--- src/sv/mrif_pkg.sv ---
package mrif_pkg;

    localparam int DATA_W     = 8;
    localparam int STATUS_W   = 3;
    localparam int LEN_W      = 13;
    localparam int TICK_W     = 16;
    localparam int PREFIX_LEN = 7;
    localparam int PFX_AW     = 3;
    localparam int SMS_LEN    = 6;
    localparam int Q_DEPTH    = 4;
    localparam int Q_AW       = 2;
    localparam int ADDR_W     = 4;

    // frame end status codes
    localparam logic [STATUS_W-1:0] ST_GAP     = 3'd0;
    localparam logic [STATUS_W-1:0] ST_NOREPLY = 3'd1;
    localparam logic [STATUS_W-1:0] ST_ERROR   = 3'd2;
    localparam logic [STATUS_W-1:0] ST_SMS     = 3'd3;
    localparam logic [STATUS_W-1:0] ST_FULL    = 3'd4;

    // result kind codes (carried on tuser)
    localparam logic KIND_DATA = 1'b0;
    localparam logic KIND_END  = 1'b1;

    // register indexes
    localparam logic [1:0] REG_REPLY_TICKS  = 2'd0;
    localparam logic [1:0] REG_GAP_TICKS    = 2'd1;
    localparam logic [1:0] REG_LENGTH_LIMIT = 2'd2;
    localparam logic [1:0] REG_SMS_CHECK    = 2'd3;

    // register reset values
    localparam logic [TICK_W-1:0] RST_REPLY_TICKS  = 16'd1000;
    localparam logic [TICK_W-1:0] RST_GAP_TICKS    = 16'd40;
    localparam logic [LEN_W-1:0]  RST_LENGTH_LIMIT = 13'd1024;

    // CR LF "ERROR", entry 0 first
    localparam logic [PREFIX_LEN-1:0][DATA_W-1:0] ERR_PREFIX =
        {8'h52, 8'h4F, 8'h52, 8'h52, 8'h45, 8'h0A, 8'h0D};
    // CR LF "+CMT", entry 0 first
    localparam logic [SMS_LEN-1:0][DATA_W-1:0] SMS_PREFIX =
        {8'h54, 8'h4D, 8'h43, 8'h2B, 8'h0A, 8'h0D};

    typedef struct packed {
        logic [TICK_W-1:0] reply_ticks;
        logic [TICK_W-1:0] gap_ticks;
        logic [LEN_W-1:0]  length_limit;
        logic              sms_check;
    } cfg_t;

    // one classified request: optional data byte, optional frame end
    typedef struct packed {
        logic                has_data;
        logic [DATA_W-1:0]   data_byte;
        logic                has_end;
        logic [STATUS_W-1:0] status;
        logic [LEN_W-1:0]    frame_length;
    } q_entry_t;

endpackage

--- src/sv/mrif_front.sv ---
module mrif_front #(
    parameter int LIMIT_BITS = 13
) (
    input  logic                            clk,
    input  logic                            rst_n,
    input  mrif_pkg::cfg_t                  cfg,
    input  logic                            in_valid,
    output logic                            in_ready,
    input  logic                            has_byte,
    input  logic [mrif_pkg::DATA_W-1:0]     rx_byte,
    input  logic                            q_full,
    output logic                            push,
    output mrif_pkg::q_entry_t              push_entry
);

    localparam int CMP_W = 17;

    logic                            receiving_reg, receiving_next;
    logic [mrif_pkg::TICK_W-1:0]     tick_count_reg, tick_count_next;
    logic [LIMIT_BITS-1:0]           byte_count_reg, byte_count_next;
    logic [mrif_pkg::DATA_W-1:0]     prefix_reg [mrif_pkg::PREFIX_LEN];

    logic                            accept;
    logic [mrif_pkg::TICK_W-1:0]     tick_inc;
    logic [mrif_pkg::TICK_W-1:0]     tick_limit;
    logic                            tick_end;
    logic [LIMIT_BITS-1:0]           cnt_inc;
    logic [CMP_W-1:0]                cnt_ext;
    logic [CMP_W-1:0]                old_ext;
    logic [mrif_pkg::LEN_W-1:0]      lim;
    logic [mrif_pkg::DATA_W-1:0]     view [mrif_pkg::PREFIX_LEN];
    logic                            err_hit;
    logic                            sms_hit;
    logic                            pfx_ok;
    logic                            byte_end;
    logic [mrif_pkg::STATUS_W-1:0]   byte_status;
    logic                            pfx_wr;

    assign in_ready = !q_full;
    assign accept   = in_valid && in_ready;

    // empty tick: saturating tick count against the active limit
    assign tick_inc   = (tick_count_reg != '1) ? tick_count_reg + 16'd1 : tick_count_reg;
    assign tick_limit = receiving_reg ? cfg.gap_ticks : cfg.reply_ticks;
    assign tick_end   = tick_inc >= tick_limit;

    // byte: saturating count, limit of zero acts as one
    assign cnt_inc = (byte_count_reg != '1) ? byte_count_reg + LIMIT_BITS'(1)
                                            : byte_count_reg;
    assign cnt_ext = CMP_W'(cnt_inc);
    assign old_ext = CMP_W'(byte_count_reg);
    assign lim     = (cfg.length_limit == '0) ? mrif_pkg::LEN_W'(1) : cfg.length_limit;
    assign pfx_wr  = old_ext < CMP_W'(mrif_pkg::PREFIX_LEN);

    // prefix store as it stands after this byte is written
    always_comb
    begin
        for (int i = 0; i < mrif_pkg::PREFIX_LEN; i++)
        begin
            view[i] = (pfx_wr && byte_count_reg == LIMIT_BITS'(i)) ? rx_byte : prefix_reg[i];
        end
    end

    always_comb
    begin
        err_hit = 1'b1;
        sms_hit = cfg.sms_check;
        for (int i = 0; i < mrif_pkg::PREFIX_LEN; i++)
        begin
            if (view[i] != mrif_pkg::ERR_PREFIX[i])
            begin
                err_hit = 1'b0;
            end
        end
        for (int i = 0; i < mrif_pkg::SMS_LEN; i++)
        begin
            if (view[i] != mrif_pkg::SMS_PREFIX[i])
            begin
                sms_hit = 1'b0;
            end
        end
    end

    assign pfx_ok = receiving_reg && (cnt_ext >= CMP_W'(mrif_pkg::PREFIX_LEN));

    // frame end decision for a byte; prefix match wins over the limit
    always_comb
    begin
        byte_end    = 1'b0;
        byte_status = mrif_pkg::ST_GAP;
        if (pfx_ok && err_hit)
        begin
            byte_end    = 1'b1;
            byte_status = mrif_pkg::ST_ERROR;
        end
        else if (pfx_ok && sms_hit)
        begin
            byte_end    = 1'b1;
            byte_status = mrif_pkg::ST_SMS;
        end
        else if (cnt_ext >= CMP_W'(lim) || cnt_inc == '1)
        begin
            byte_end    = 1'b1;
            byte_status = mrif_pkg::ST_FULL;
        end
    end

    // queue request and next state
    always_comb
    begin
        receiving_next  = receiving_reg;
        tick_count_next = tick_count_reg;
        byte_count_next = byte_count_reg;
        push            = 1'b0;
        push_entry      = '0;
        if (accept)
        begin
            if (has_byte)
            begin
                push                    = 1'b1;
                push_entry.has_data     = 1'b1;
                push_entry.data_byte    = rx_byte;
                push_entry.has_end      = byte_end;
                push_entry.status       = byte_status;
                push_entry.frame_length = cnt_ext[mrif_pkg::LEN_W-1:0];
                tick_count_next         = '0;
                receiving_next          = !byte_end;
                byte_count_next         = byte_end ? '0 : cnt_inc;
            end
            else if (tick_end)
            begin
                push                    = 1'b1;
                push_entry.has_end      = 1'b1;
                push_entry.status       = receiving_reg ? mrif_pkg::ST_GAP
                                                        : mrif_pkg::ST_NOREPLY;
                push_entry.frame_length = old_ext[mrif_pkg::LEN_W-1:0];
                receiving_next          = 1'b0;
                tick_count_next         = '0;
                byte_count_next         = '0;
            end
            else
            begin
                tick_count_next = tick_inc;
            end
        end
    end

    always_ff @(posedge clk or negedge rst_n)
    begin
        if (!rst_n)
        begin
            receiving_reg  <= 1'b0;
            tick_count_reg <= '0;
            byte_count_reg <= '0;
        end
        else
        begin
            receiving_reg  <= receiving_next;
            tick_count_reg <= tick_count_next;
            byte_count_reg <= byte_count_next;
        end
    end

    // first bytes of the frame, no reset needed
    always_ff @(posedge clk)
    begin
        if (accept && has_byte && pfx_wr)
        begin
            prefix_reg[byte_count_reg[mrif_pkg::PFX_AW-1:0]] <= rx_byte;
        end
    end

endmodule

--- src/sv/mrif_queue.sv ---
module mrif_queue (
    input  logic               clk,
    input  logic               rst_n,
    input  logic               push,
    input  mrif_pkg::q_entry_t push_entry,
    input  logic               pop,
    output mrif_pkg::q_entry_t head,
    output logic               q_valid,
    output logic               q_full
);

    mrif_pkg::q_entry_t          slot_reg [mrif_pkg::Q_DEPTH];
    logic [mrif_pkg::Q_AW-1:0]   wr_ptr_reg, wr_ptr_next;
    logic [mrif_pkg::Q_AW-1:0]   rd_ptr_reg, rd_ptr_next;
    logic [mrif_pkg::Q_AW:0]     count_reg, count_next;
    logic                        do_push;
    logic                        do_pop;

    assign q_valid = count_reg != '0;
    assign q_full  = count_reg == (mrif_pkg::Q_AW+1)'(mrif_pkg::Q_DEPTH);
    assign head    = slot_reg[rd_ptr_reg];
    assign do_push = push && !q_full;
    assign do_pop  = pop && q_valid;

    // pointer and fill count update
    always_comb
    begin
        wr_ptr_next = do_push ? wr_ptr_reg + 1'b1 : wr_ptr_reg;
        rd_ptr_next = do_pop ? rd_ptr_reg + 1'b1 : rd_ptr_reg;
        count_next  = count_reg;
        if (do_push && !do_pop)
        begin
            count_next = count_reg + 1'b1;
        end
        else if (do_pop && !do_push)
        begin
            count_next = count_reg - 1'b1;
        end
    end

    always_ff @(posedge clk or negedge rst_n)
    begin
        if (!rst_n)
        begin
            wr_ptr_reg <= '0;
            rd_ptr_reg <= '0;
            count_reg  <= '0;
        end
        else
        begin
            wr_ptr_reg <= wr_ptr_next;
            rd_ptr_reg <= rd_ptr_next;
            count_reg  <= count_next;
        end
    end

    always_ff @(posedge clk)
    begin
        if (do_push)
        begin
            slot_reg[wr_ptr_reg] <= push_entry;
        end
    end

endmodule

--- src/sv/mrif_back.sv ---
module mrif_back (
    input  logic                                clk,
    input  logic                                rst_n,
    input  logic                                q_valid,
    input  mrif_pkg::q_entry_t                  head,
    output logic                                pop,
    output logic                                m_tvalid,
    input  logic                                m_tready,
    output logic [23:0]                         m_tdata,
    output logic                                m_tuser,
    output logic                                m_tlast
);

    logic                  tvalid_reg, tvalid_next;
    logic [23:0]           tdata_reg, tdata_next;
    logic                  tuser_reg, tuser_next;
    logic                  tlast_reg, tlast_next;
    logic                  phase_reg, phase_next;
    logic                  out_free;

    assign out_free = !tvalid_reg || m_tready;

    // expand one request into a data result and/or an end result
    always_comb
    begin
        tvalid_next = tvalid_reg && !m_tready;
        tdata_next  = tdata_reg;
        tuser_next  = tuser_reg;
        tlast_next  = tlast_reg;
        phase_next  = phase_reg;
        pop         = 1'b0;
        if (out_free && q_valid)
        begin
            tvalid_next = 1'b1;
            if (head.has_data && !phase_reg)
            begin
                tdata_next = {head.frame_length, mrif_pkg::ST_GAP, head.data_byte};
                tuser_next = mrif_pkg::KIND_DATA;
                tlast_next = !head.has_end;
                phase_next = head.has_end;
                pop        = !head.has_end;
            end
            else
            begin
                tdata_next = {head.frame_length, head.status, 8'h00};
                tuser_next = mrif_pkg::KIND_END;
                tlast_next = 1'b1;
                phase_next = 1'b0;
                pop        = 1'b1;
            end
        end
    end

    always_ff @(posedge clk or negedge rst_n)
    begin
        if (!rst_n)
        begin
            tvalid_reg <= 1'b0;
            phase_reg  <= 1'b0;
        end
        else
        begin
            tvalid_reg <= tvalid_next;
            phase_reg  <= phase_next;
        end
    end

    always_ff @(posedge clk)
    begin
        tdata_reg <= tdata_next;
        tuser_reg <= tuser_next;
        tlast_reg <= tlast_next;
    end

    assign m_tvalid = tvalid_reg;
    assign m_tdata  = tdata_reg;
    assign m_tuser  = tuser_reg;
    assign m_tlast  = tlast_reg;

    // end result pending means its request is still at the queue head
    a_phase_head: assert property (@(posedge clk) disable iff (!rst_n)
        phase_reg |-> q_valid && head.has_end)
        else $error("end phase without a pending request");

    // a frame end result is always the last one of its request
    a_end_last: assert property (@(posedge clk) disable iff (!rst_n)
        m_tvalid && m_tuser == mrif_pkg::KIND_END |-> m_tlast)
        else $error("frame end result without tlast");

    // a data byte that ends a frame is followed at once by the end result
    a_end_follows: assert property (@(posedge clk) disable iff (!rst_n)
        m_tvalid && m_tready && m_tuser == mrif_pkg::KIND_DATA && !m_tlast
        |=> m_tvalid && m_tuser == mrif_pkg::KIND_END)
        else $error("missing frame end after data byte");

endmodule

--- src/sv/modem_reply_idle_framer.sv ---
// With the queue empty and the output free, an accepted request is written into the queue
// and then into the output register, from which m_tvalid and the result are driven.
// Throughput: one request per cycle while the queue is not full (s_tready is low when it
// is); a byte that ends a frame gives a data result, then an end result, on the output,
// absorbed by a four-entry request queue. Empty ticks that end nothing produce no result.
// Reset (rst_n, async, active low): registers to defaults, framer waits for the
// first byte, queue and output empty.
module modem_reply_idle_framer #(
    parameter int LIMIT_BITS = 13
) (
    input  logic                          clk,
    input  logic                          rst_n,
    // input poll stream
    input  logic                          s_tvalid,
    output logic                          s_tready,
    input  logic [7:0]                    s_tdata,   // [7:0] rx_byte
    input  logic                          s_tuser,   // [0] has_byte
    // result stream
    output logic                          m_tvalid,
    input  logic                          m_tready,
    output logic [23:0]                   m_tdata,   // [7:0] data_byte, [10:8] status,
                                                     // [23:11] frame_length
    output logic                          m_tuser,   // [0] kind
    output logic                          m_tlast,   // last result of the request
    // configuration
    input  logic                          psel,
    input  logic                          penable,
    input  logic                          pwrite,
    input  logic [mrif_pkg::ADDR_W-1:0]   paddr,
    input  logic [31:0]                   pwdata,
    output logic [31:0]                   prdata,
    output logic                          pready
);

    mrif_pkg::cfg_t      cfg_reg;
    mrif_pkg::cfg_t      cfg_next;
    logic [1:0]          reg_idx;
    logic                wr_en;
    logic                q_full;
    logic                q_valid;
    logic                push;
    logic                pop;
    mrif_pkg::q_entry_t  push_entry;
    mrif_pkg::q_entry_t  head;

    assign pready  = 1'b1;
    assign reg_idx = paddr[3:2];
    assign wr_en   = psel && penable && pwrite && pready;

    // register write decode
    always_comb
    begin
        cfg_next = cfg_reg;
        if (wr_en)
        begin
            case (reg_idx)
                mrif_pkg::REG_REPLY_TICKS:  cfg_next.reply_ticks  = pwdata[15:0];
                mrif_pkg::REG_GAP_TICKS:    cfg_next.gap_ticks    = pwdata[15:0];
                mrif_pkg::REG_LENGTH_LIMIT: cfg_next.length_limit = pwdata[12:0];
                mrif_pkg::REG_SMS_CHECK:    cfg_next.sms_check    = pwdata[0];
                default:                    cfg_next = cfg_reg;
            endcase
        end
    end

    always_ff @(posedge clk or negedge rst_n)
    begin
        if (!rst_n)
        begin
            cfg_reg.reply_ticks  <= mrif_pkg::RST_REPLY_TICKS;
            cfg_reg.gap_ticks    <= mrif_pkg::RST_GAP_TICKS;
            cfg_reg.length_limit <= mrif_pkg::RST_LENGTH_LIMIT;
            cfg_reg.sms_check    <= 1'b0;
        end
        else
        begin
            cfg_reg <= cfg_next;
        end
    end

    // register read mux
    always_comb
    begin
        case (reg_idx)
            mrif_pkg::REG_REPLY_TICKS:  prdata = {16'h0000, cfg_reg.reply_ticks};
            mrif_pkg::REG_GAP_TICKS:    prdata = {16'h0000, cfg_reg.gap_ticks};
            mrif_pkg::REG_LENGTH_LIMIT: prdata = {19'h00000, cfg_reg.length_limit};
            mrif_pkg::REG_SMS_CHECK:    prdata = {31'h00000000, cfg_reg.sms_check};
            default:                    prdata = '0;
        endcase
    end

    mrif_front #(
        .LIMIT_BITS (LIMIT_BITS)
    ) u_front (
        .clk        (clk),
        .rst_n      (rst_n),
        .cfg        (cfg_reg),
        .in_valid   (s_tvalid),
        .in_ready   (s_tready),
        .has_byte   (s_tuser),
        .rx_byte    (s_tdata),
        .q_full     (q_full),
        .push       (push),
        .push_entry (push_entry)
    );

    mrif_queue u_queue (
        .clk        (clk),
        .rst_n      (rst_n),
        .push       (push),
        .push_entry (push_entry),
        .pop        (pop),
        .head       (head),
        .q_valid    (q_valid),
        .q_full     (q_full)
    );

    mrif_back u_back (
        .clk      (clk),
        .rst_n    (rst_n),
        .q_valid  (q_valid),
        .head     (head),
        .pop      (pop),
        .m_tvalid (m_tvalid),
        .m_tready (m_tready),
        .m_tdata  (m_tdata),
        .m_tuser  (m_tuser),
        .m_tlast  (m_tlast)
    );

endmodule
--- config.mk ---
export PLATFORM = sky130hd
export DESIGN_NAME = modem_reply_idle_framer
export DESIGN_NICKNAME = d
export VERILOG_FILES = /design/src/sv/mrif_pkg.sv /design/src/sv/mrif_front.sv /design/src/sv/mrif_queue.sv /design/src/sv/mrif_back.sv /design/src/sv/modem_reply_idle_framer.sv
export SDC_FILE = /design/constraint.sdc
export NUM_CORES = 1
export LEC_CHECK = 0
export ABC_AREA = 1
export BUFFER_PORTS_ARGS = -buffer_cell sky130_fd_sc_hd__buf_4
export CAP_MARGIN = 20
export CORE_MARGIN = 3
export CORE_UTILIZATION = 40
export CTS_CLUSTER_DIAMETER = 120
export DETAILED_ROUTE_END_ITERATION = 8
export GPL_TIMING_DRIVEN = 1
export PLACE_DENSITY = 0.58
export SLEW_MARGIN = 30
export SYNTH_ARGS = -nofsm -noshare
export SYNTH_HDL_FRONTEND = slang
export SYNTH_SLANG_ARGS = --single-unit
--- constraint.sdc ---
create_clock -name clk -period 13.35 [get_ports clk]
set_clock_uncertainty 0.1 [all_clocks]
set_input_delay 1.335 -clock clk [delete_from_list [all_inputs] [get_ports clk]]
set_output_delay 1.335 -clock clk [all_outputs]
set_load 0.005 [all_outputs]
# [Yosys cells after proc, flatten, opt, wreduce, memory -nomap -nowiden]
# Memory sizes are Yosys's and may differ from the RTL's.
# Cells that the tools add are included.
[op_classes] eq_ne=24 add_sub_neg=6 mux=57 n_mul=0 n_shift=0 n_reduce_logical=43 n_bitwise=0 n_lt_le_gt_ge=4 n_div=0
[op_table] cell="32-bit one-hot mux with 4 select lines" count=1
[op_table] cell="13-bit two-way mux" count=5
[op_table] cell="16-bit two-way mux" count=4
[op_table] cell="8-bit by 7-bit inequality test with 1-bit output, second input constant" count=8
[op_table] cell="8-bit two-way mux" count=7
[op_table] cell="13-bit by 3-bit equality test with 1-bit output, second input constant" count=3
[op_table] cell="17-bit two-way mux" count=2
[op_table] cell="1-bit two-way mux" count=31
[op_table] cell="13-bit by 2-bit equality test with 1-bit output, second input constant" count=2
[op_table] cell="13-bit zero test" count=2
[op_table] cell="26-bit two-way mux" count=1
[op_table] cell="1-bit logical AND" count=22
[op_table] cell="16-bit by 1-bit adder with 16-bit output, second input constant" count=1
[op_table] cell="16-bit greater-or-equal comparator" count=1
[op_table] cell="16-bit inequality test, second input constant" count=1
[op_table] cell="8-bit by 4-bit inequality test with 1-bit output, second input constant" count=2
[op_table] cell="3-bit two-way mux" count=5
[op_table] cell="13-bit by 1-bit adder with 13-bit output, second input constant" count=1
[op_table] cell="13-bit by 1-bit equality test with 1-bit output, second input constant" count=1
[op_table] cell="13-bit equality test, second input constant" count=1
[op_table] cell="13-bit greater-or-equal comparator" count=1
[op_table] cell="13-bit by 3-bit greater-or-equal comparator with 1-bit output, second input constant" count=1
[op_table] cell="13-bit by 3-bit < comparator with 1-bit output, second input constant" count=1
[op_table] cell="13-bit inequality test, second input constant" count=1
[op_table] cell="other kinds (14)" count=29
[totals] ramBits=160 reg_bits=111 mem_count=2 mem_bits_ro=0 latch_bits=0 in_bits=52
[memory_table] memory="u_queue.slot_reg" depth=4 width=26 read_ports=1 rd_clocked_by_memory_dff=0 write_ports=1 line_no="mrif_queue.sv:12" text="mrif_pkg::q_entry_t slot_reg [mrif_pkg::Q_DEPTH];"
[memory_table] memory="u_front.prefix_reg" depth=7 width=8 read_ports=7 rd_clocked_by_memory_dff=0 write_ports=1 line_no="mrif_front.sv:21" text="logic [mrif_pkg::DATA_W-1:0] prefix_reg [mrif_pkg::PREFIX_LEN];"

# [Longest topological paths before layout]
# Gate-level depths: netlist (run 1).
[logic_depth] word_depth=15 mapped_depth=25 depth_no_buf=24

# [Modules after synthesis]
# From an unflattened synthesis (run 1), not the netlist that was laid out.
[unflattened] cells_unflattened=1518 area_unflattened_um2=14096.0
[modules_own_cells] mod="mrif_front" cells_per_inst=794 area_each_um2=6029.5 instances=1
[modules_own_cells] mod="mrif_queue" cells_per_inst=363 area_each_um2=4775.8 instances=1
[modules_own_cells] mod="modem_reply_idle_framer" cells_per_inst=294 area_each_um2=2292.2 instances=1
[modules_own_cells] mod="mrif_back" cells_per_inst=67 area_each_um2=998.5 instances=1

# [Worst setup path before layout (run 1)]
# No wires, ideal clock.
[synth_path] path_kind="register to register" start="reg u_front.tick_count_reg[0] in the netlist's numbering" end="mem u_queue.slot_reg[0][0] in the netlist's numbering, enable pin" slack_ns=8.727 arrival_time_ns=4.114 path_buffers=1 path_stages_with_launch=20 period_less_slack_ns=4.623 setup_ns=0.409 cell_sequence="dfrtp_1 -> ha_1 -> nand2_1 -> nor2_1 -> nand3_1 -> nor3_1 -> nand4_1 -> nand3_1 -> nor2_1 -> xor2_1 -> ha_1 -> nand2_1 -> nor2_1 -> nand2_1 -> o211ai_1 -> nand2_1 -> nand4_1 -> nand2_1 -> clkbuf_1 -> nor2_1"
[synth_between] elab_chain_cells=9 elab_cells_between_ends=10 classes_between="1 x add/sub; 1 x order compare; 1 x eq/ne; 6 x mux; 1 x reduce/logical"
[synth_rtl] item="start: declaration" line_no="mrif_front.sv:19" text="logic [mrif_pkg::TICK_W-1:0] tick_count_reg, tick_count_next;"
[synth_rtl] item="start signal: assignment" line_no="mrif_front.sv:159" text="tick_count_reg <= tick_count_next;"
[synth_rtl] item="16-bit by 1-bit adder with 16-bit output or 16-bit inequality test (tied branches)" line_no="mrif_front.sv:43" text="assign tick_inc = (tick_count_reg != '1) ? tick_count_reg + 16'd1 : tick_count_reg;"
[synth_rtl] item="16-bit two-way mux *" line_no="mrif_front.sv:43"
[synth_rtl] item="16-bit greater-or-equal comparator *" line_no="mrif_front.sv:45" text="assign tick_end = tick_inc >= tick_limit;"
[synth_rtl] item="1-bit two-way mux *" line_no="mrif_front.sv:130" text="else if (tick_end)"
[synth_rtl] item="1-bit two-way mux *" line_no="mrif_front.sv:118" text="if (has_byte)"
[synth_rtl] item="1-bit two-way mux *" line_no="mrif_front.sv:116" text="if (accept)"
[synth_rtl] item="1-bit logical AND *" line_no="mrif_queue.sv:22" text="assign do_push = push && !q_full;"
[synth_rtl] item="1-bit two-way mux *" line_no="mrif_queue.sv:59" text="if (do_push)"
[synth_rtl] item="1-bit two-way mux (not written as such) *" line_no="mrif_queue.sv:61" text="slot_reg[wr_ptr_reg] <= push_entry;"
[synth_rtl] item="end: declaration" line_no="mrif_queue.sv:12"
# Mark *: on every way between the ends. The rest lies on a longest branch, timed or not.

# [Worst setup path after layout (run 1)]
[layout_path] start="reg u_front.tick_count_reg[0] in the netlist's numbering" end="reg u_queue.count_reg[1] in the netlist's numbering"
[layout_between] elab_cells_between_ends=13 classes_between="1 x add/sub; 1 x order compare; 1 x eq/ne; 5 x mux; 5 x reduce/logical"
[layout_lines] item="16-bit by 1-bit adder with 16-bit output or 16-bit inequality test (tied branches)" line_no="mrif_front.sv:43"
[layout_lines] item="16-bit two-way mux *" line_no="mrif_front.sv:43"
[layout_lines] item="16-bit greater-or-equal comparator *" line_no="mrif_front.sv:45"
[layout_lines] item="1-bit two-way mux *" line_no="mrif_front.sv:130"
[layout_lines] item="1-bit two-way mux *" line_no="mrif_front.sv:118"
[layout_lines] item="1-bit two-way mux *" line_no="mrif_front.sv:116"
[layout_lines] item="1-bit logical AND *" line_no="mrif_queue.sv:22"
[layout_lines] item="1-bit logical AND *" line_no="mrif_queue.sv:31" text="if (do_push && !do_pop)"
[layout_lines] item="3-bit two-way mux *" line_no="mrif_queue.sv:31"
[layout_lines] item="net u_queue.count_next, one bit" line_no="mrif_queue.sv:15" text="logic [mrif_pkg::Q_AW:0] count_reg, count_next;"
[layout_lines] item="end signal: assignment" line_no="mrif_queue.sv:53" text="count_reg <= count_next;"
[layout_lines] item="end: declaration" line_no="mrif_queue.sv:15"
# Mark *: on every way through the listed nets, which the timed path passes. The rest lies on a longest branch.
# A chain may end at the register's enable or synchronous reset.

==> results of run 1 <==
-- placed cells by master (no fill, tap or decap), types with 4 or more instances in the layout --
master     count
clkbuf_16     31
o21ai_0      129
nor2_4         7
a21oi_1       33
nand2_2        6
nor3_1        13
dfrtp_1       75
inv_2          6
o22ai_1       31
dfstp_2        9
nor2_2        13
edfxtp_1     186
nor2_1       156
xor2_1        12
o221ai_1       4
a211oi_1      12
clkinv_1       6
nor3_2         5
clkinv_2       7
nand3_1       64
nand3_2        8
buf_4         91
mux2i_1        8
ha_1          39
nand4_1       31
inv_1        129
conb_1        17
nand2_1      301
o211ai_1       9
-- logic make-up after synthesis --
kind of cell    count (synthesis)  synth area share [%]
compound gates                234                  9.80
xor+xnor                       15                 0.980
mux                             9                 0.681
buf+inv                       208                  6.74
simple gates                  620                  20.4
flops                         271                  57.6
fa+ha+maj                      40                  3.79
other cells                     2                0.0560
-- worst paths after layout --
path / depth (start not counted) / from / end / slack (ps)
worst min register to register: 2 / cfg_reg[1] / cfg_reg[1] / 380
worst max register to register: 20 / u_front.tick_count_reg[0] / u_queue.count_reg[1] / 7650
max in group asynchronous: 2 / rst_n / u_front.receiving_reg / 11370
worst min-delay path: 2 / cfg_reg[1] / cfg_reg[1] / 380
min in group asynchronous: 1 / rst_n / cfg_reg[12] / 590
worst max-delay path: 20 / u_front.tick_count_reg[0] / u_queue.count_reg[1] / 7650
-- power by group through the flow --
stage | Combinational (mW) | Sequential (mW) | Clock (mW)
6_report | 0.732 | 1.15 | 0.836
5_1_grt | 0.837 | 1.17 | 0.888
4_1_cts | 0.743 | 1.15 | 0.855
3_5_place_dp | 0.740 | 1.17 | 0
3_3_place_gp | 0.726 | 1.16 | 0
2_1_floorplan | 0.492 | 1.14 | 0
-- cell type report --
type                            instances  area [um^2]
Fill cell                            3119        17400
Sequential cell                       271         7720
Multi-Input combinational cell        935         4890
Clock buffer                           40          851
Timing Repair Buffer                   91          683
Tap cell                              442          553
Inverter                              138          518
Clock inverter                         16          169
-- critical path, cell delays in order, from the launching register on --
cell	delay (ps)
dfrtp_1	390
ha_1	190
nand2_1	100
nor2_1	240
nand3_1	150
nor3_1	250
nand4_1	330
nand3_1	250
nor2_1	70
xor2_1	220
ha_1	290
a21oi_1	160
o21ai_0	90
a21oi_1	140
nand4_1	640
nand2_1	290
clkinv_1	510
ha_1	400
inv_1	100
fa_1	410
mux2_2	260
-- routing by layer --
| metal | wire length (um) | up-vias | track usage (%) |
|---|---|---|---|
| met5 | 0 | - | 0 |
| met4 | 677 | 0 | 4.18 |
| met3 | 1360 | 43 | 2.17 |
| met2 | 14400 | 246 | 28.7 |
| met1 | 14700 | 4696 | 24.4 |
| li1 | - | 4876 | - |
-- metrics by stage --
step | worst slack [ps] | area, um^2 | util [%] | std cells
floorplan | 8730 | 13500 | - | 1414
global placement | 7680 | 14300 | 43.7 | 1877
detailed placement | 7670 | 14400 | 43.8 | 1877
CTS | 7650 | 15400 | 46.9 | 1933
global route | 6960 | 15400 | 47.0 | 1933
finish | 7650 | 15400 | 47.0 | 1933
==> impl_metrics.env, run 1 <==
export IMPL_synth_top_area_cell="edfxtp_1"
export IMPL_start_kind="flop"
export IMPL_setup_viol=0
export IMPL_p_sw_uw=872
export IMPL_clock_path_buffers=3
export IMPL_grt_overflow_total=0
export IMPL_antenna_found_initial=0
export IMPL_p_int_mw=1.84
export IMPL_ys_top_cells_by_area="edfxtp_1, dfrtp_1, nand2_1"
export IMPL_period_share_pct=42.7
export IMPL_start_util_pct=40.9
export IMPL_period_minus_slack_ps=5700
export IMPL_total_power_mw=2.72
export IMPL_track_usage_pct=17.3
export IMPL_dr_total_vias=9861
export IMPL_core_region_area_um2=32800
export IMPL_grt_pass1_wl_mm=50.2
export IMPL_numCtsBuffers=30
export IMPL_grt_max_degree=59
export IMPL_pwr_share_clk_pct=30.8
export IMPL_ys_types=53
export IMPL_ys_ff_latch=271
export IMPL_clock_sinks=271
export IMPL_port_buffers=77
export IMPL_seq_power_share_pct=42.3
export IMPL_power_frac_comb_pct=26.9
export IMPL_fin_nets=1559
export IMPL_detail_route_vias_per_cell=5.10
export IMPL_die_y_um=189
export IMPL_die_area_um2=35800
export IMPL_cp_max_fo=17
export IMPL_arrival_ps=6030
export IMPL_drtIter0Drc=721
export IMPL_gp_routability_congestion=0.855
export IMPL_drv_cap=0
export IMPL_hold_viol=0
export IMPL_tritoncts="built"
export IMPL_hold_class="flop to flop"
export IMPL_ant_nets=0
export IMPL_clk_pin_slew_ps=60
export IMPL_place_hpwl_mm=21.0
export IMPL_setup_tns_ps=0
export IMPL_rsz0062_at_grt="false"
export IMPL_post_synth_top_count_cell="nand2_1"
export IMPL_drcViolationCount=0
export IMPL_powerDensity_nw_per_um2=176
export IMPL_syn_cell_area_um2=13400
export IMPL_p_leak_nw=6.41
export IMPL_antenna_cells=0
export IMPL_status="complete, no violations"
export IMPL_yosys_warnings=0
export IMPL_ctsResizeCount=0
export IMPL_holdBufCountCts=0
export IMPL_worst_hold_slack_ps=383
export IMPL_tightest_slew_ps=891
export IMPL_wire_per_inst_um=16.1
export IMPL_ir_drop_v=0.0000906
export IMPL_crit_type="flop to flop"
export IMPL_synth_top_area_share_pct=41.6
export IMPL_row_count=66
export IMPL_clk_latency_ps=560
export IMPL_synth_edf_count=186
export IMPL_largest_reg_flops=104
export IMPL_drive_gt1_share_pct=13.8
export IMPL_synthFlopType="edfxtp_1"
export IMPL_max_freq_ghz=0.175
export IMPL_wl_mm=31.2
export IMPL_synthCells=1399
export IMPL_max_slew_margin_pct=40.2
export IMPL_grt_pass1_vias=9461
export IMPL_io_pins=113
export IMPL_syn2layout_area_growth_pct=14.8
export IMPL_async_reset_ff_share_pct=31.4
export IMPL_worstPathRequired_ps=13680
export IMPL_first_pass_iters=5
export IMPL_cts_root_buf="clkbuf_16"
export IMPL_die_x_um=189
export IMPL_ys_top_cells_by_count="nand2_1, edfxtp_1, nor2_1"
export IMPL_htree_num_levels=1
export IMPL_cts_setup_buffers=0
export IMPL_switching_share_pct=32.1
export IMPL_synth_avg_cell_area_um2=9.59
export IMPL_end_kind="flop"
export IMPL_slew_violations=0
export IMPL_synth_seq_area_share_pct=57.6
No activity file was read; power rests on OpenSTA's default activity.
==> inputs of run 2 (changes only) <==
==> constraint.sdc (replaced) <==
create_clock -name clk -period 5.9 [get_ports clk]
set_clock_uncertainty 0.1 [all_clocks]
set_input_delay 0.59 -clock clk [delete_from_list [all_inputs] [get_ports clk]]
set_output_delay 0.59 -clock clk [all_outputs]
set_load 0.005 [all_outputs]
==> impl_metrics.env, run 2 (synthesis results as in run 1) <==
export IMPL_die_x_um=189
export IMPL_io_pins=113
export IMPL_grt_pass1_vias=9467
export IMPL_grt_max_degree=47
export IMPL_period_minus_slack_ps=4830
export IMPL_tightest_slew_ps=899
export IMPL_hold_depth=3
export IMPL_syn2layout_area_growth_pct=15.3
export IMPL_antenna_cells=0
export IMPL_core_region_area_um2=32800
export IMPL_first_pass_iters=5
export IMPL_cts_setup_buffers=0
export IMPL_status="complete, no violations"
export IMPL_wire_per_inst_um=16.3
export IMPL_seq_power_share_pct=42.4
export IMPL_fin_nets=1562
export IMPL_p_sw_mw=2.00
export IMPL_drive_gt1_share_pct=13.9
export IMPL_n_fill_cell=3097
export IMPL_numCtsBuffers=30
export IMPL_crit_type="flop to flop"
export IMPL_p_leak_nw=6.45
export IMPL_switching_share_pct=32.1
export IMPL_r2r_slack_ps=1070
export IMPL_dr_total_vias=9822
export IMPL_ir_drop_v=0.000243
export IMPL_die_area_um2=35800
export IMPL_start_kind="flop"
export IMPL_drv_cap=0
export IMPL_wl_mm=31.5
export IMPL_gp_routability_congestion=0.859
export IMPL_track_usage_pct=17.6
export IMPL_htree_num_levels=1
export IMPL_power_frac_comb_pct=26.3
export IMPL_tritoncts="built"
export IMPL_r2r_end="u_queue.count_reg[2]"
export IMPL_setup_viol=0
export IMPL_die_y_um=189
export IMPL_cpMaxStageDelayCell="dfrtp_1"
export IMPL_max_slew_margin_pct=40.0
export IMPL_final_cells=1936
export IMPL_detail_route_vias_per_cell=5.07
export IMPL_slew_violations=0
export IMPL_max_stage_delay_ps=390
export IMPL_port_buffers=77
export IMPL_min_delay_worst_endpoint="cfg_reg[43]"
export IMPL_pwr_share_clk_pct=31.3
export IMPL_cts_root_buf="clkbuf_16"
export IMPL_period_share_pct=81.9
export IMPL_antenna_found_initial=0
export IMPL_hold_class="primary input to flop"
export IMPL_worstPathRequired_ps=6240
export IMPL_clk_pin_slew_ps=60
export IMPL_hold_viol=0
export IMPL_drtIter0Drc=636
export IMPL_rsz0062_at_grt="false"
export IMPL_arrival_ps=5170
export IMPL_start_util_pct=40.9
export IMPL_place_hpwl_mm=21.3
export IMPL_hp_start="pwdata[13]"
export IMPL_powerDensity_nw_per_um2=403
export IMPL_r2r_start="u_front.tick_count_reg[0]"
export IMPL_cp_num_buf_inv=4
export IMPL_row_count=66
export IMPL_largest_reg_flops=104
export IMPL_ant_nets=0
export IMPL_grt_overflow_total=0
export IMPL_setup_tns_ps=0
export IMPL_final_cell_mix="nand2_1, edfxtp_1, nor2_1"
export IMPL_max_freq_ghz=0.207
export IMPL_clock_sinks=271
export IMPL_crit_top_cell="nand2_1"
export IMPL_end_kind="flop"
export IMPL_final_common_cell="nand2_1"
export IMPL_critPathTopFamily="simple AND/OR/NAND/NOR gates"
export IMPL_p_int_mw=4.23
export IMPL_rr_worst_depth=26
export IMPL_drcViolationCount=0
export IMPL_dp_cells=1878
export IMPL_cp_max_fo=17
export IMPL_ctsResizeCount=0
export IMPL_grt_pass1_wl_mm=51.1
export IMPL_clock_path_buffers=3
export IMPL_clk_latency_ps=560
==> run 2: cell count changes in the layout (fill, tap and decap cells not counted), moves of 2 or more <==
cell / previous run / this run
clkbuf_8: 3 / 6
clkbuf_1: 3 / 5
clkbuf_4: 3 / 1
clkinv_1: 6 / 4
clkinv_2: 7 / 5
==> run 2: worst reg2reg max path: stages, from the launching register on <==
cell	delay (ps)
dfrtp_1	390
ha_1	190
nand2_1	100
nor2_1	240
nand3_1	150
nor3_1	260
nand4_1	340
nand3_1	230
nor2_1	70
xor2_1	160
ha_1	310
nand2_1	70
nor2_1	150
nand2_1	70
o211ai_1	90
nand2_1	70
nand4_1	70
buf_4	260
nand2_1	100
clkinv_1	70
buf_4	230
ha_1	180
inv_1	60
fa_1	370
a21oi_1	150
o21ai_0	120
xnor2_1	130
==> run 2: power groups by stage <==
stage	Clock [mW]	Combinational (mW)	Sequential, mW
5_1_grt	2.07	1.89	2.68
3_3_place_gp	0	1.61	2.67
3_5_place_dp	0	1.64	2.68
2_1_floorplan	0	1.11	2.58
4_1_cts	1.99	1.64	2.64
6_report	1.95	1.64	2.64
==> run 2: cell type report <==
| type | instances | area, um^2 | share of cell area, % |
|---|---|---|---|
| Timing Repair Buffer | 94 | 728 | 4.71 |
| Multi-Input combinational cell | 935 | 4890 | 31.6 |
| Sequential cell | 271 | 7720 | 49.9 |
| Inverter | 138 | 518 | 3.35 |
| Clock buffer | 42 | 860 | 5.56 |
| Clock inverter | 14 | 190 | 1.23 |
| Tap cell | 442 | 553 | 3.58 |
==> run 2: how the worst max path moves through the flow <==
stage | from | endpoint | slack (ps) | cells past startpoint
detailed placement | u_front.tick_count_reg[0] | u_queue.count_reg[2] | 1090 | 26
floorplan | u_front.tick_count_reg[0] | u_queue.slot_reg[0][0] | 1280 | 19
global placement | u_front.tick_count_reg[0] | u_queue.count_reg[2] | 1090 | 26
CTS | u_front.tick_count_reg[0] | u_queue.count_reg[2] | 1060 | 26
global route | u_front.tick_count_reg[0] | u_queue.count_reg[2] | 410 | 26
finish | u_front.tick_count_reg[0] | u_queue.count_reg[2] | 1070 | 26
==> run 2: repair_timing <==
action                     in CTS  in global routing
setup endpoints to repair       0                  0
hold endpoints to repair       35                  0
hold buffers                    1                  0
==> run 2: per-layer routing <==
layer | global-route usage (%) | vias to the layer above | part of all wire, %
met5 | 0 | - | 0
met4 | 3.52 | 0 | 1.8
met1 | 25.4 | 4674 | 47
met3 | 2.74 | 33 | 5.3
li1 | - | 4883 | -
met2 | 28.2 | 232 | 46
==> run 2: through the flow <==
stage | hold slack, ps | area, um^2 | total power [mW] | util [%] | setup WS, ps
after floorplan | 194 | 13500 | 3.70 | - | 1280
after global placement | 367 | 14300 | 4.28 | 43.8 | 1090
after detailed placement | 373 | 14400 | 4.32 | 43.8 | 1090
after CTS | 185 | 15400 | 6.28 | 47.0 | 1060
after global routing | 204 | 15500 | 6.64 | 47.2 | 410
final | 202 | 15500 | 6.23 | 47.2 | 1070
